===== src/sv/rgb_pkg.sv =====
package rgb_pkg;

  localparam int MAX_AGES_DEF  = 32;
  localparam int MAX_TIMES_DEF = 32;
  localparam int MAX_ROWS_DEF  = 1024;

  localparam int ID_W    = 16;
  localparam int WGT_W   = 64;
  localparam int IDX_W   = 5;
  localparam int CNT_W   = 6;
  localparam int OCC_W   = 11;

  typedef enum logic [1:0] {
    OP_CLEAR = 2'd0,
    OP_LOAD  = 2'd1,
    OP_QUERY = 2'd2
  } op_t;

  typedef enum logic [1:0] {
    ST_OK    = 2'd0,
    ST_COUNT = 2'd1,
    ST_RANGE = 2'd2,
    ST_FULL  = 2'd3
  } status_t;

  // Commands from the controller to the datapath.
  typedef struct packed {
    logic latch;     // capture the accepted item
    logic exec;      // perform clear, load or the query setup
    logic scan;      // issue one row store read
    logic load_out;  // move the result into the output register
  } cmd_t;

  // Status from the datapath to the controller.
  typedef struct packed {
    logic scan_needed;  // a valid query over a nonempty row store
    logic scan_last;    // the current scan address is the last stored row
    logic out_free;     // the output register can take a result
  } sts_t;

endpackage


===== src/sv/rgb_ctrl.sv =====
module rgb_ctrl (
  input  logic          clk,
  input  logic          rst,
  input  logic          in_valid,
  output logic          in_ready,
  input  rgb_pkg::sts_t sts,
  output rgb_pkg::cmd_t cmd
);

  typedef enum logic [4:0] {
    S_IDLE   = 5'b00001,
    S_EXEC   = 5'b00010,
    S_SCAN   = 5'b00100,
    S_DRAIN  = 5'b01000,
    S_FINISH = 5'b10000
  } state_t;

  state_t state;
  state_t state_next;

  assign in_ready     = (state == S_IDLE);
  assign cmd.latch    = (state == S_IDLE) && in_valid;
  assign cmd.exec     = (state == S_EXEC);
  assign cmd.scan     = (state == S_SCAN);
  assign cmd.load_out = (state == S_FINISH) && sts.out_free;

  always_comb begin
    state_next = state;
    unique case (state)
      S_IDLE:   if (in_valid) state_next = S_EXEC;
      S_EXEC:   state_next = sts.scan_needed ? S_SCAN : S_FINISH;
      S_SCAN:   if (sts.scan_last) state_next = S_DRAIN;
      S_DRAIN:  state_next = S_FINISH;
      S_FINISH: if (sts.out_free) state_next = S_IDLE;
      default:  state_next = S_IDLE;
    endcase
  end

  always_ff @(posedge clk) begin
    if (rst) begin
      state <= S_IDLE;
    end else begin
      state <= state_next;
    end
  end

endmodule


===== config.mk =====
export PLATFORM = sky130hd
export DESIGN_NAME = rgb_ctrl
export DESIGN_NICKNAME = d
export VERILOG_FILES = /design/src/sv/rgb_pkg.sv /design/src/sv/rgb_ctrl.sv
export SDC_FILE = /design/constraint.sdc
export NUM_CORES = 1
export LEC_CHECK = 0
export BUFFER_PORTS_ARGS = -buffer_cell sky130_fd_sc_hd__buf_2
export CAP_MARGIN = 20
export CORE_AREA = 5 5 42 44
export DETAILED_ROUTE_END_ITERATION = 16
export DIE_AREA = 0 0 47 49
export HOLD_SLACK_MARGIN = 0.15
export PLACE_DENSITY = 0.51
export SLEW_MARGIN = 30
export SYNTH_ARGS = -nofsm -noshare
export SYNTH_HDL_FRONTEND = slang
export SYNTH_SLANG_ARGS = --single-unit

===== constraint.sdc =====
create_clock -name clk -period 2 [get_ports clk]
set_input_delay 0.3 -clock clk [delete_from_list [all_inputs] [get_ports clk]]
set_output_delay 0.3 -clock clk [all_outputs]
set_load 0.03 [all_outputs]

==> Word level (Yosys, flattened, before mapping) <==
Index checks and enable logic that the tools add are counted.
{ "word_totals": {"register_bits": 5, "out_inout_bits": 5} }
{ "op_classes": {"n_reduce_logical": 3, "n_mux": 5, "n_eq_ne": 8} }
{ "op_table": {"columns": ["operator", "count"], "rows": [
  ["5-bit case mux with 5 select lines", 1],
  ["5-bit two-way mux", 4],
  ["2-bit != test (second input constant)", 3],
  ["5-bit by 1-bit equality test with 1-bit output (second input constant)", 1],
  ["5-bit by 2-bit equality test with 1-bit output (second input constant)", 1],
  ["5-bit by 3-bit equality test with 1-bit output (second input constant)", 1],
  ["5-bit by 4-bit equality test with 1-bit output (second input constant)", 1],
  ["5-bit equality test (second input constant)", 1],
  ["3-bit AND reduction", 1],
  ["1-bit logical AND", 2]
]} }

==> Longest topological paths before layout <==
{ "logic_depth": {"word_depth": 3, "ltp_mapped": 5, "ltp_nobuf": 4} }

==> Worst setup path before layout <==
Ideal clock, no wire load.
{ "synth_timing": {"kind": "reg2out", "startpoint": "register state[1]", "endpoint": "output cmd[3] in the netlist's numbering", "arrival_ps": 1954, "path_slack_ps": -254, "stages_incl_launch_ff": 5, "path_cell_list": "dfxtp_1 buf_6 or3_1 nor3b_1 and2_1"} }
{ "synth_lines": {"columns": ["item", "line", "text"], "rows": [
  ["start: declaration", "rgb_ctrl.sv:18", "state_t state;"],
  ["start signal: assignment", "rgb_ctrl.sv:43", "state <= state_next;"],
  ["end: declaration", "rgb_ctrl.sv:7", "output rgb_pkg::cmd_t cmd"]
]} }

==> summary.md <==
| Metric | Value |
|---|---|
| Status | `finished, final reports clean` |
| Critical-path maximum fanout | `7` |
| Initial Util | `0.240` |
| CP arrival | `1590 ps` |
| Worst slew pin tran | `312 ps` |
| Distinct cells, synth | `24` |
| Comb power frac | `0.227` |
| Core Util, Final | `0.307` |
| Top Registers | `state x5` |
| Relative slew slack | `0.792` |
| CTS buffer count | `3` |
| Clk pin slew, worst setup/hold paths | `40 ps` |
| Die Width | `47 um` |
| Remaining Overflow, GRT | `0` |
| Count leader, synth | `dfxtp_1` |
| DRT antenna net count | `0` |
| CTS Buffer Depth | `2` |
| Cell Area, Synth | `337 um2` |
| Fmax | `530 MHz` |
| Period minus WS final | `1890 ps` |
| Share of layout cells above drive strength 1 | `0.340` |
| Final worst-path setup slack | `113 ps` |
| Post-cts resize count | `0` |
| # DRC | `0` |
| Drt via density | `5.14` |
| Clock latency on the worst-skew pair | `240 ps` |
| Internal power | `0.208 mW` |
| Crit-path slowest cell | `or3_1` |
| I/O Pins | `11` |
| Initial antenna violation count | `0` |
| Avg Inst Size Synth | `8.41 um2` |
| Post-synthesis register bit count | `5` |
| Worst reg2reg path depth | `4` |
| Worst setup EP type | `primary output` |
| Main synth FF type | `dfxtp_1` |
| CTS H-tree lvls | `1` |
| Port Buffers | `10` |
| Register with the most flip-flops | `state` |
| DP Worst Slack | `342 ps` |
| Seq pwr share | `0.378` |
| Diodes inserted | `0` |
| Worst Hold Class | `primary input to flip-flop` |
| Main area contributors after synthesis | `dfxtp_1 (30%), nor3b_1 (8.9%), and3_1 (5.6%), a21oi_1 (4.5%), a311oi_2 (4.5%)` |
| Routed WL per cell | `11.6 um` |
| Largest net degree at the start of global routing | `11` |
| Commonest cells post-synth | `dfxtp_1 (5), inv_1 (4), nor3b_1 (4)` |
| Post-Syn Instances | `40` |
| Fin crit share | `0.943` |
| Design area | `430 um2` |
| Synth-to-Final Area Change | `27.9%` |
| Row count | `14` |
| Max incr delay on CP | `430 ps` |
| Core region area | `1400 um2` |
| Hold Path Cell Cnt | `2` |
| Clock Power Share | `0.395` |
| Root buf cell | `clkbuf_4` |
| Hold Crit Start | `sts[1]` |
| First-pass GRT wire length | `1.46 mm` |
| Nets | `60` |
| Final hold violation count | `0` |
| Sink Count | `5` |
| Power per cell area | `690 nW/um2` |
| Buffers & Inverters on Critical Path | `1` |
| Post-DP HPWL | `646 um` |
| CTS Hold Buffers Added | `0` |
| Worst hold slack | `297 ps` |
| Routability Congestion | `0.799` |
| Slew Limit Fails | `0` |
| Crit Path Class | `flip-flop to primary output` |
| Post-synthesis async set-or-reset flop share | `0` |
| Maxcap violations | `0` |
| Total GRT Usage | `0.0880` |
| Die height | `49 um` |
| Vias in the first global route | `337` |
| NetSw | `0.0892 mW` |
| Max rail drop VDD | `0.272 mV` |
| Crit path cell chain | `or3_1 -> nor3b_2 -> and2_1 -> buf_2` |
| Synthesized net count | `46` |
| Switch share | `0.301` |
| Largest register FFs | `5` |
| Setup-failing EPs final | `0` |
| Total die area | `2300 um2` |
| Cell Area, Placed | `404 um2` |
| Sum of negative setup slack | `0 ps` |
| RSZ-0062 raised after global routing | `no` |
| Yosys Warn Count | `0` |
| R2r startpoint | `state[2]$_SDFFE_PP0P_` |
| Post CTS Setup Buffer Count | `0` |
| Drt total wl | `803 um` |
| Top delay family on crit path | `simple AND/OR/NAND/NOR gates` |
| TritonCTS clock tree | `done` |
| Req. time, crit path | `1700 ps` |
| Startpoint Class | `flip-flop` |
| Iteration-0 DRC Markers | `5` |
| Vias | `355` |
| Largest area contributor in the netlist | `dfxtp_1` |
| Skew final | `1.29 ps` |
| Number of synthesized flops with an enable pin | `0` |
| Post-synthesis sequential area ratio | `0.297` |
| Critical path depth | `4` |
| Top-area cell type share of the netlist area | `0.297` |
| Crit path launch | `state[2]$_SDFFE_PP0P_` |
| LEAKAGE | `0.190 nW` |
| Drt pass-1 iters | `4` |
cell families after synthesis:
family,count (synthesis),share of synthesized area
compound gates,9,0.197
flops,5,0.297
buf+inv,6,0.0892
simple gates,20,0.416
final cells by class:
cell class                      instances  area [um2]
Sequential cell                         5         100
Clock buffer                            4        26.3
Tap cell                               16        20.0
Inverter                                4        15.0
Timing Repair Buffer                   11        57.6
Fill cell                             157         971
Multi-Input combinational cell         29         211
per-layer routing:
layer,global-route usage,routed length [um],vias up
li1,-,-,177
met1,0.107,334,163
met2,0.118,380,12
met3,0.0111,59,3
met4,0.0968,29,0
met5,0,0,-
layout by cell type (no fill, tap or decap), types with 2 or more instances in the layout:
cell type,instances
nor3b_1,3
a21oi_1,3
o21ai_0,2
and3_1,3
inv_1,4
nor2_1,2
buf_2,10
clkbuf_4,3
dfxtp_1,5
power by group through the flow:
stage	Combinational, mW	Sequential, mW	Clock [mW]
after CTS	0.0684	0.113	0.123
after floorplan	0.0505	0.111	0
after detailed placement	0.0683	0.114	0
final	0.0673	0.112	0.117
after global placement	0.0684	0.115	0
after global routing	0.0763	0.114	0.129
metrics by stage:
step,power (mW),instances
6_report,0.297,69
5_1_grt,0.318,69
4_1_cts,0.304,69
3_5_place_dp,0.182,65
3_3_place_gp,0.183,65
2_1_floorplan,0.162,40
path summary, 6_finish.rpt:
kind | to | slack, ps
max reg2reg | state[2]$_SDFFE_PP0P_ | 320
min reg2reg | state[0]$_SDFFE_PP1P_ | 610
max | cmd[3] | 110
min | state[3]$_SDFFE_PP0P_ | 300
No activity file was read; power rests on OpenSTA's default activity.
